### src/mwms_pkg.sv
// shared constants and width helpers for the moving window mean and std dev block
package mwms_pkg;

  localparam int SMP_W          = 16;
  localparam int OUT_W          = 16;
  localparam int CFG_W          = 7;
  localparam int WINDOW_MAX_DEF = 64;
  localparam logic [CFG_W-1:0] WL_RESET = 7'd10;

  // ring index width
  function automatic int idx_w(int wm);
    return $clog2(wm);
  endfunction

  // width that holds a length from 1 to wm
  function automatic int len_w(int wm);
    return $clog2(wm + 1);
  endfunction

  // signed running sum width
  function automatic int sum_w(int wm);
    return SMP_W + $clog2(wm);
  endfunction

  // unsigned running square sum width
  function automatic int sq_w(int wm);
    return 2 * SMP_W - 1 + $clog2(wm);
  endfunction

  // front to back item: valid flag, sum, square sum
  function automatic int item_w(int wm);
    return 1 + sum_w(wm) + sq_w(wm);
  endfunction

endpackage

### src/moving_window_mean_stddev.sv
// Sliding window mean and standard deviation over signed 16-bit samples. The front part
// takes a sample only while idle and its queue is not full, does the ring read-modify-write,
// then the running sum and sum of squares update, and takes no new sample before that update;
// it hands the sums through a two-entry queue to the back part. The back part runs a
// bit-serial square root over half the variance numerator width (22 bits at the default
// window maximum of 64) and two serial dividers by the window length over a 22-bit dividend;
// an item before the window is full goes straight to the done state there. The back part's
// iterative square root and division set the sustained rate. A finished result waits in
// an output register while the next item is worked on. Writing the window length clears
// the window; the length is clamped to 1..WindowMax.
module moving_window_mean_stddev #(
  parameter int WindowMax = mwms_pkg::WINDOW_MAX_DEF
) (
  input  logic                              clk_i,
  input  logic                              rst_ni,
  input  logic                              cfg_we_i,
  input  logic [mwms_pkg::CFG_W-1:0]        cfg_wdata_i,
  input  logic                              push,
  output logic                              full,
  input  logic signed [mwms_pkg::SMP_W-1:0] sample_i,
  output logic                              empty,
  input  logic                              pop,
  output logic signed [mwms_pkg::OUT_W-1:0] mean_o,
  output logic [mwms_pkg::OUT_W-1:0]        std_dev_o,
  output logic                              valid_res_o
);
  import mwms_pkg::*;

  localparam int LW = len_w(WindowMax);
  localparam int IW = item_w(WindowMax);

  logic [LW-1:0] len;
  logic          f_push;
  logic          f_full;
  logic [IW-1:0] f_item;
  logic          b_pop;
  logic          b_empty;
  logic [IW-1:0] b_item;

  // sample intake and running sums
  mwms_front #(.WindowMax(WindowMax)) u_front (
    .clk_i       (clk_i),
    .rst_ni      (rst_ni),
    .cfg_we_i    (cfg_we_i),
    .cfg_wdata_i (cfg_wdata_i),
    .push_i      (push),
    .full_o      (full),
    .sample_i    (sample_i),
    .len_o       (len),
    .q_push_o    (f_push),
    .q_full_i    (f_full),
    .q_item_o    (f_item)
  );

  // decoupling queue
  mwms_fifo #(.Width(IW)) u_fifo (
    .clk_i   (clk_i),
    .rst_ni  (rst_ni),
    .push_i  (f_push),
    .data_i  (f_item),
    .full_o  (f_full),
    .pop_i   (b_pop),
    .empty_o (b_empty),
    .data_o  (b_item)
  );

  // statistics
  mwms_back #(.WindowMax(WindowMax)) u_back (
    .clk_i       (clk_i),
    .rst_ni      (rst_ni),
    .len_i       (len),
    .q_empty_i   (b_empty),
    .q_pop_o     (b_pop),
    .q_item_i    (b_item),
    .res_empty_o (empty),
    .res_pop_i   (pop),
    .mean_o      (mean_o),
    .std_dev_o   (std_dev_o),
    .valid_res_o (valid_res_o)
  );

endmodule

### src/mwms_front.sv
// front part: window register, sample ring and running sums
module mwms_front #(
  parameter int WindowMax = mwms_pkg::WINDOW_MAX_DEF
) (
  input  logic                                        clk_i,
  input  logic                                        rst_ni,
  input  logic                                        cfg_we_i,
  input  logic [mwms_pkg::CFG_W-1:0]                  cfg_wdata_i,
  input  logic                                        push_i,
  output logic                                        full_o,
  input  logic signed [mwms_pkg::SMP_W-1:0]           sample_i,
  output logic [mwms_pkg::len_w(WindowMax)-1:0]       len_o,
  output logic                                        q_push_o,
  input  logic                                        q_full_i,
  output logic [mwms_pkg::item_w(WindowMax)-1:0]      q_item_o
);
  import mwms_pkg::*;

  localparam int AW = idx_w(WindowMax);
  localparam int LW = len_w(WindowMax);
  localparam int SW = sum_w(WindowMax);
  localparam int QW = sq_w(WindowMax);
  localparam int PW = 2 * SMP_W - 1;

  typedef enum logic [1:0] {
    F_IDLE = 2'b01,
    F_UPD  = 2'b10
  } fstate_e;

  // clamp the register value to 1..WindowMax
  function automatic logic [LW-1:0] eff_len(logic [CFG_W-1:0] wl);
    logic [LW-1:0] l;
    if (wl == '0) begin
      l = LW'(1);
    end else if (int'(wl) > WindowMax) begin
      l = LW'(WindowMax);
    end else begin
      l = LW'(wl);
    end
    return l;
  endfunction

  fstate_e                 state_q;
  logic [CFG_W-1:0]        wl_q;
  logic [AW-1:0]           wp_q;
  logic [LW-1:0]           fill_q;
  logic signed [SW-1:0]    sum_q;
  logic [QW-1:0]           sq_q;
  logic [WindowMax-1:0]    vbit_q;
  logic                    oldv_q;
  logic signed [SMP_W-1:0] x_q;
  logic signed [SMP_W-1:0] old_q;
  logic [PW-1:0]           x2_q;
  logic signed [SMP_W-1:0] mem [WindowMax];

  logic [LW-1:0]           len;
  logic                    accept;
  logic [LW-1:0]           wp_inc;
  logic [AW-1:0]           wp_nxt;
  logic signed [2*SMP_W-1:0] x2_full;
  logic signed [SMP_W-1:0] old_eff;
  logic signed [2*SMP_W-1:0] o2_full;
  logic signed [SW-1:0]    sum_d;
  logic [QW-1:0]           sq_d;
  logic [LW-1:0]           fill_d;
  logic                    vld;

  assign len    = eff_len(wl_q);
  assign len_o  = len;
  assign full_o = (state_q != F_IDLE) | q_full_i;
  assign accept = push_i & ~full_o;

  // next ring position wraps at the window length
  assign wp_inc = LW'(wp_q) + LW'(1);
  assign wp_nxt = (wp_inc >= len) ? '0 : wp_inc[AW-1:0];

  assign x2_full = sample_i * sample_i;

  // sum update with the replaced sample taken out
  assign old_eff = oldv_q ? old_q : '0;
  assign o2_full = old_eff * old_eff;
  assign sum_d   = sum_q - SW'(old_eff) + SW'(x_q);
  assign sq_d    = sq_q - QW'(o2_full[PW-1:0]) + QW'(x2_q);
  assign fill_d  = (fill_q < len) ? fill_q + LW'(1) : fill_q;
  assign vld     = (fill_d == len);

  assign q_push_o = (state_q == F_UPD);
  assign q_item_o = {vld, sum_d, sq_d};

  // ring memory, read of the old entry and write of the new one
  always_ff @(posedge clk_i) begin
    if (accept) begin
      mem[wp_nxt] <= sample_i;
      old_q       <= mem[wp_nxt];
      x_q         <= sample_i;
      x2_q        <= x2_full[PW-1:0];
    end
  end

  // control, sums and entry valid bits
  always_ff @(posedge clk_i or negedge rst_ni) begin
    if (!rst_ni) begin
      state_q <= F_IDLE;
      wl_q    <= WL_RESET;
      wp_q    <= AW'(eff_len(WL_RESET) - LW'(1));
      fill_q  <= '0;
      sum_q   <= '0;
      sq_q    <= '0;
      vbit_q  <= '0;
      oldv_q  <= 1'b0;
    end else if (cfg_we_i) begin
      state_q <= F_IDLE;
      wl_q    <= cfg_wdata_i;
      wp_q    <= AW'(eff_len(cfg_wdata_i) - LW'(1));
      fill_q  <= '0;
      sum_q   <= '0;
      sq_q    <= '0;
      vbit_q  <= '0;
    end else begin
      unique case (state_q)
        F_IDLE: begin
          if (accept) begin
            wp_q           <= wp_nxt;
            oldv_q         <= vbit_q[wp_nxt];
            vbit_q[wp_nxt] <= 1'b1;
            state_q        <= F_UPD;
          end
        end
        F_UPD: begin
          sum_q   <= sum_d;
          sq_q    <= sq_d;
          fill_q  <= fill_d;
          state_q <= F_IDLE;
        end
        default: state_q <= F_IDLE;
      endcase
    end
  end

endmodule

### src/mwms_fifo.sv
// two-entry queue between the front and back parts
module mwms_fifo #(
  parameter int Width = mwms_pkg::item_w(mwms_pkg::WINDOW_MAX_DEF)
) (
  input  logic             clk_i,
  input  logic             rst_ni,
  input  logic             push_i,
  input  logic [Width-1:0] data_i,
  output logic             full_o,
  input  logic             pop_i,
  output logic             empty_o,
  output logic [Width-1:0] data_o
);
  import mwms_pkg::*;

  logic [Width-1:0] mem_q [2];
  logic             wr_q;
  logic             rd_q;
  logic [1:0]       cnt_q;
  logic             do_push;
  logic             do_pop;

  assign full_o  = (cnt_q == 2'd2);
  assign empty_o = (cnt_q == 2'd0);
  assign do_push = push_i & ~full_o;
  assign do_pop  = pop_i & ~empty_o;
  assign data_o  = mem_q[rd_q];

  // entry storage
  always_ff @(posedge clk_i) begin
    if (do_push) begin
      mem_q[wr_q] <= data_i;
    end
  end

  // pointers and fill level
  always_ff @(posedge clk_i or negedge rst_ni) begin
    if (!rst_ni) begin
      wr_q  <= 1'b0;
      rd_q  <= 1'b0;
      cnt_q <= 2'd0;
    end else begin
      if (do_push) wr_q <= ~wr_q;
      if (do_pop)  rd_q <= ~rd_q;
      case ({do_push, do_pop})
        2'b10:   cnt_q <= cnt_q + 2'd1;
        2'b01:   cnt_q <= cnt_q - 2'd1;
        default: cnt_q <= cnt_q;
      endcase
    end
  end

endmodule

### src/mwms_back.sv
// back part: variance numerator, bitwise square root and two serial dividers
module mwms_back #(
  parameter int WindowMax = mwms_pkg::WINDOW_MAX_DEF
) (
  input  logic                                    clk_i,
  input  logic                                    rst_ni,
  input  logic [mwms_pkg::len_w(WindowMax)-1:0]   len_i,
  input  logic                                    q_empty_i,
  output logic                                    q_pop_o,
  input  logic [mwms_pkg::item_w(WindowMax)-1:0]  q_item_i,
  output logic                                    res_empty_o,
  input  logic                                    res_pop_i,
  output logic signed [mwms_pkg::OUT_W-1:0]       mean_o,
  output logic [mwms_pkg::OUT_W-1:0]              std_dev_o,
  output logic                                    valid_res_o
);
  import mwms_pkg::*;

  localparam int LW = len_w(WindowMax);
  localparam int SW = sum_w(WindowMax);
  localparam int QW = sq_w(WindowMax);
  localparam int IW = item_w(WindowMax);
  localparam int NW = (QW + LW > 2 * SW) ? QW + LW : 2 * SW;
  localparam int NE = NW + (NW % 2);
  localparam int RW = NE / 2;
  localparam int DW = (RW > SW) ? RW : SW;
  localparam int CW = $clog2(DW + 1);

  typedef enum logic [5:0] {
    B_IDLE = 6'b000001,
    B_MUL  = 6'b000010,
    B_DIFF = 6'b000100,
    B_SQRT = 6'b001000,
    B_DIV  = 6'b010000,
    B_DONE = 6'b100000
  } bstate_e;

  bstate_e              st_q;
  logic                 vld_q;
  logic                 neg_q;
  logic [SW-1:0]        mag_q;
  logic [QW-1:0]        sq_q;
  logic [NW-1:0]        p1_q;
  logic [NW-1:0]        p2_q;
  logic [NE-1:0]        num_q;
  logic [RW+1:0]        srem_q;
  logic [RW-1:0]        root_q;
  logic [CW-1:0]        cnt_q;
  logic [DW-1:0]        dvd_m_q;
  logic [DW-1:0]        dvd_s_q;
  logic [LW-1:0]        rem_m_q;
  logic [LW-1:0]        rem_s_q;
  logic                 res_vld_q;
  logic signed [OUT_W-1:0] mean_q;
  logic [OUT_W-1:0]     sd_q;
  logic                 valid_q;

  logic signed [SW-1:0] in_sum;
  logic [QW+LW-1:0]     p1_w;
  logic [2*SW-1:0]      p2_w;
  logic [RW+3:0]        st_t;
  logic [RW+3:0]        st_trial;
  logic                 st_ge;
  logic [RW-1:0]        root_d;
  logic [LW:0]          dm_t;
  logic [LW:0]          ds_t;
  logic                 dm_ge;
  logic                 ds_ge;
  logic                 load_res;

  assign in_sum  = q_item_i[IW-2 -: SW];
  assign q_pop_o = (st_q == B_IDLE) & ~q_empty_i;

  assign p1_w = sq_q * len_i;
  assign p2_w = mag_q * mag_q;

  // one root digit per cycle
  assign st_t     = {srem_q, num_q[NE-1 -: 2]};
  assign st_trial = {2'b00, root_q, 2'b01};
  assign st_ge    = (st_t >= st_trial);
  assign root_d   = {root_q[RW-2:0], st_ge};

  // one quotient bit per cycle for each divider
  assign dm_t  = {rem_m_q, dvd_m_q[DW-1]};
  assign ds_t  = {rem_s_q, dvd_s_q[DW-1]};
  assign dm_ge = (dm_t >= {1'b0, len_i});
  assign ds_ge = (ds_t >= {1'b0, len_i});

  assign load_res = (st_q == B_DONE) & (~res_vld_q | res_pop_i);

  assign res_empty_o = ~res_vld_q;
  assign mean_o      = mean_q;
  assign std_dev_o   = sd_q;
  assign valid_res_o = valid_q;

  // datapath registers
  always_ff @(posedge clk_i) begin
    unique case (st_q)
      B_IDLE: begin
        vld_q <= q_item_i[IW-1];
        neg_q <= in_sum[SW-1];
        mag_q <= in_sum[SW-1] ? SW'(-in_sum) : SW'(in_sum);
        sq_q  <= q_item_i[QW-1:0];
      end
      B_MUL: begin
        p1_q <= NW'(p1_w);
        p2_q <= NW'(p2_w);
      end
      B_DIFF: begin
        num_q  <= NE'((p1_q >= p2_q) ? p1_q - p2_q : p2_q - p1_q);
        srem_q <= '0;
        root_q <= '0;
      end
      B_SQRT: begin
        num_q  <= {num_q[NE-3:0], 2'b00};
        srem_q <= st_ge ? (RW+2)'(st_t - st_trial) : (RW+2)'(st_t);
        root_q <= root_d;
        if (cnt_q == CW'(RW - 1)) begin
          dvd_s_q <= DW'(root_d);
          dvd_m_q <= DW'(mag_q);
          rem_s_q <= '0;
          rem_m_q <= '0;
        end
      end
      B_DIV: begin
        rem_m_q <= dm_ge ? LW'(dm_t - {1'b0, len_i}) : LW'(dm_t);
        rem_s_q <= ds_ge ? LW'(ds_t - {1'b0, len_i}) : LW'(ds_t);
        dvd_m_q <= {dvd_m_q[DW-2:0], dm_ge};
        dvd_s_q <= {dvd_s_q[DW-2:0], ds_ge};
      end
      B_DONE: begin
        if (load_res) begin
          valid_q <= vld_q;
          if (vld_q) begin
            mean_q <= neg_q ? OUT_W'(-dvd_m_q[OUT_W-1:0]) : dvd_m_q[OUT_W-1:0];
            sd_q   <= ((dvd_s_q >> OUT_W) != '0) ? '1 : dvd_s_q[OUT_W-1:0];
          end else begin
            mean_q <= '0;
            sd_q   <= '0;
          end
        end
      end
      default: ;
    endcase
  end

  // sequencer and result slot
  always_ff @(posedge clk_i or negedge rst_ni) begin
    if (!rst_ni) begin
      st_q      <= B_IDLE;
      cnt_q     <= '0;
      res_vld_q <= 1'b0;
    end else begin
      if (res_pop_i & res_vld_q) res_vld_q <= 1'b0;
      unique case (st_q)
        B_IDLE: begin
          if (!q_empty_i) st_q <= q_item_i[IW-1] ? B_MUL : B_DONE;
        end
        B_MUL:  st_q <= B_DIFF;
        B_DIFF: begin
          cnt_q <= '0;
          st_q  <= B_SQRT;
        end
        B_SQRT: begin
          if (cnt_q == CW'(RW - 1)) begin
            cnt_q <= '0;
            st_q  <= B_DIV;
          end else begin
            cnt_q <= cnt_q + CW'(1);
          end
        end
        B_DIV: begin
          if (cnt_q == CW'(DW - 1)) begin
            cnt_q <= '0;
            st_q  <= B_DONE;
          end else begin
            cnt_q <= cnt_q + CW'(1);
          end
        end
        B_DONE: begin
          if (load_res) begin
            res_vld_q <= 1'b1;
            st_q      <= B_IDLE;
          end
        end
        default: st_q <= B_IDLE;
      endcase
    end
  end

endmodule

### config.mk
export PLATFORM = sky130hd
export DESIGN_NAME = moving_window_mean_stddev
export DESIGN_NICKNAME = d
export VERILOG_FILES = /design/src/mwms_pkg.sv /design/src/moving_window_mean_stddev.sv /design/src/mwms_front.sv /design/src/mwms_fifo.sv /design/src/mwms_back.sv
export SDC_FILE = /design/constraint.sdc
export NUM_CORES = 2
export LEC_CHECK = 0
export ABC_CLOCK_PERIOD_IN_PS = 26800
export BUFFER_PORTS_ARGS = -buffer_cell sky130_fd_sc_hd__buf_2
export CAP_MARGIN = 20
export CORE_MARGIN = 2
export CORE_UTILIZATION = 40
export CTS_CLUSTER_SIZE = 20
export DETAILED_ROUTE_END_ITERATION = 12
export PLACE_DENSITY = 0.62
export SLEW_MARGIN = 0
export SYNTH_ARGS = -nofsm -noshare
export SYNTH_HDL_FRONTEND = slang
export SYNTH_HIERARCHICAL = 1
export SYNTH_SLANG_ARGS = --single-unit
### constraint.sdc
create_clock -name clk_i -period 26.8 [get_ports clk_i]
set_input_delay 4.02 -clock clk_i [delete_from_list [all_inputs] [get_ports clk_i]]
set_output_delay 4.02 -clock clk_i [all_outputs]
set_load 0.03 [all_outputs]
==> metrics <==
Yosys top cell area share=40.5%; Rel. slew slack=20.9%; crit-path max cell delay=0.76 ns; Synth async-reset ratio=9.55%; clock tree sinks=1696; HP Class=flip-flop to flip-flop; Longest Clk Path Bufs=4; initial antenna violation count=5; wire length per cell=22.2 um; Hold Crit Start=u_front/vbit_q[8]; outcome=finished, final reports clean; final setup TNS=0 ns; Die Y=537 um; synth unique cells=104; syn nets=11400; H-Tree Depth=4; largest net degree at the start of global routing=95; top post-synthesis cells by area=edfxtp_1 (41%), fa_1 (18%), ha_1 (6.5%); # DRC=0; I/O Buffers=62; Post-Syn Area=114000 um2; Endpoint, Worst Hold=u_front/vbit_q[8]; worst r2r path cells=30; Clock transition at path regs=0.07 ns; arrival time worst endpoint=11.28 ns; syn avg cell area=11.7 um2; Multi-input gate area=56200 um2; Worst-Skew Late Latency=0.89 ns; fin nets=11400; Synth Warn #=6; CORE AREA=283000 um2; worst-path fanout max=20; reg2reg start=u_front/old_q[15]; R2R Setup Slk=16.04 ns; share of cells above drive strength 1=8.39%; maximum clock frequency=93.0 MHz; hold path depth=1; Synth Instances=9697; unrepaired setup endpoints after global routing=no; Area growth syn-to-layout=9.35%; CTS-repair resized insts=0; fillers=25900; IO Pins=63; Startpoint Class=flip-flop; main flop type after synthesis=edfxtp_1; post-synthesis register bit count=1696; worst setup path class=flip-flop to flip-flop; Worst setup EP type=flip-flop; DR iter-0 viols=6545; post-CTS setup buffers=0; Die Wd=537 um; area leader, netlist=edfxtp_1; Final Max Tran Viols=0; cts bufs inserted=182; clk root buf=clkbuf_16; Die Area=288000 um2; CTS tree=done; max-cap check violation count=0; Reg-to-Reg End=u_fifo/mem_q[1][35]; FP Rows=195; Sequential Area=50100 um2; Least-Margin Pin Slew=1.18 ns; cell mode on critical path=fa_1; Tcrit/Tclk final=40.1%; final setup fails=0; post-DP HPWL=211000 um; initial core utilization=40.2%; grt total ovfl=0; number of global-route vias before repair=78000; vias=74600; wirelength, routed=302000 um; Final Critical Period=10.76 ns; drt pass-1 iters=7; antenna-violating nets left=0; gr usage total=20.9%; number of flops mapped to enable cells by yosys=1534; final hold vios=0; Via density=5.48; hold_buf cts=0; Worst path slowest cell=fa_1; clock skew=0.121 ns; sequential share of the synthesized area=44.1%; Final Wtd Congestion=0.910; first-pass GRT wire length=464000 um; CP required=27.33 ns
[routing by layer]
layer	wire length [um]	vias up	track usage, %
li1	-	33400	-
met1	127000	38100	28.0
met2	145000	2542	35.0
met3	20300	460	3.02
met4	9640	2	6.44
met5	13	-	0
[logic make-up (layout without fill, tap and decap cells)]
kind of cell,count (synthesis),count (layout),synth area share [%]
AO/OA/AOI/OAI,1741,1741,10.5
buffers and inverters,1917,2074,6.55
flip-flops,1696,1696,44.1
AND/OR/NAND/NOR,2116,2116,8.71
adder cells (fa/ha/maj),1632,1632,24.8
multiplexers,251,251,2.64
other,0,1,0
XOR/XNOR,344,344,2.65
[cells in the mapped netlist (9+ instances only)]
cell type / instances
a221oi_1: 42
fa_1: 1039
mux2_4: 59
a311oi_1: 12
xnor2_1: 243
mux2i_1: 41
or3_1: 29
a21oi_1: 399
or4_1: 9
nor2_1: 452
a22oi_1: 242
nor2b_1: 45
mux2_2: 151
or2_2: 17
nand4_1: 60
inv_1: 1504
ha_1: 592
o21a_1: 97
o21bai_1: 46
o21ai_0: 229
buf_1: 12
xor2_1: 101
a21o_1: 167
nor4_1: 24
dfrtp_1: 156
clkbuf_1: 307
buf_2: 65
a211oi_1: 47
nand3_1: 125
o211ai_1: 17
o21ai_1: 14
edfxtp_1: 1534
o31ai_1: 41
nand2_1: 844
a31o_2: 11
o31a_1: 9
and3_1: 89
buf_4: 14
a222oi_1: 126
nand2b_1: 50
and4_1: 14
and2_1: 246
nor3_1: 69
a31oi_1: 132
[cell type report]
cell class,count,area share (%)
inverters,1509,4.56
repair buffers,239,1.37
clock inverters,99,0.805
multi-input cells,6084,45.2
clock buffers,227,3.93
flip-flops and latches,1696,40.3
well taps,3743,3.77
diodes,1,0.00201
[worst max path at each step]
stage / from / to / slack (ns) / cells after the start
finish: u_front/old_q[15] / u_fifo/mem_q[1][35] / 16.04 / 30
global route: u_front/old_q[15] / u_fifo/mem_q[1][35] / 15.50 / 30
detailed placement: sample_i[13] / u_front/x2_q[30] / 15.44 / 22
floorplan: sample_i[1] / u_front/x2_q[30] / 16.92 / 24
global placement: sample_i[13] / u_front/x2_q[30] / 15.51 / 24
CTS: u_front/old_q[15] / u_fifo/mem_q[1][35] / 16.05 / 30
[layout by cell type, fill, tap and decap left out, types with 228 or more instances in the layout]
master	n
fa_1	1039
a21oi_1	397
nand2_1	844
a22oi_1	242
o21ai_0	228
nor2_1	448
inv_1	1502
ha_1	592
edfxtp_1	1534
xnor2_1	243
and2_1	244
[stage by stage]
| stage | worst slack (ns) | hold WS (ns) | utilization (%) | cell area, um2 | cells |
|---|---|---|---|---|---|
| after floorplan | 16.92 | 0.458 | - | 114000 | 9697 |
| after global placement | 15.51 | 0.472 | 41.9 | 118000 | 13300 |
| after detailed placement | 15.44 | 0.479 | 41.9 | 118000 | 13300 |
| after CTS | 16.05 | 0.495 | 44.0 | 124000 | 13600 |
| after global routing | 15.50 | 0.502 | 44.0 | 124000 | 13600 |
| final | 16.04 | 0.493 | 44.0 | 124000 | 13600 |
[critical path, delay by kind of cell, from the launching register on]
family                   cells  cell delay, ns
adder cells (fa/ha/maj)      9            4.64
AO/OA/AOI/OAI                2            0.38
buffers and inverters        5            1.18
AND/OR/NAND/NOR             13            3.38
XOR/XNOR                     1            0.29
flip-flops                   1            0.56
[flip-flops by register name (all words and copies together) (netlist names), 16 cells and up]
name and cells:
u_front/mem 1024, u_fifo/mem_q 120, u_front/vbit_q 64, u_back/num_q 44
u_back/p1_q 44, u_back/p2_q 43, u_back/sq_q 37, u_front/sq_q 37
u_front/x2_q 29, u_back/srem_q 24, u_back/dvd_m_q 22, u_back/dvd_s_q 22
u_back/mag_q 22, u_back/root_q 22, u_front/sum_q 22, u_back/mean_o 16
u_back/std_dev_o 16, u_front/old_q 16, u_front/x_q 16
Power is left out: the tool's default activity adds up to more than one toggle a clock period on the data nets, which glitch-free logic cannot reach.
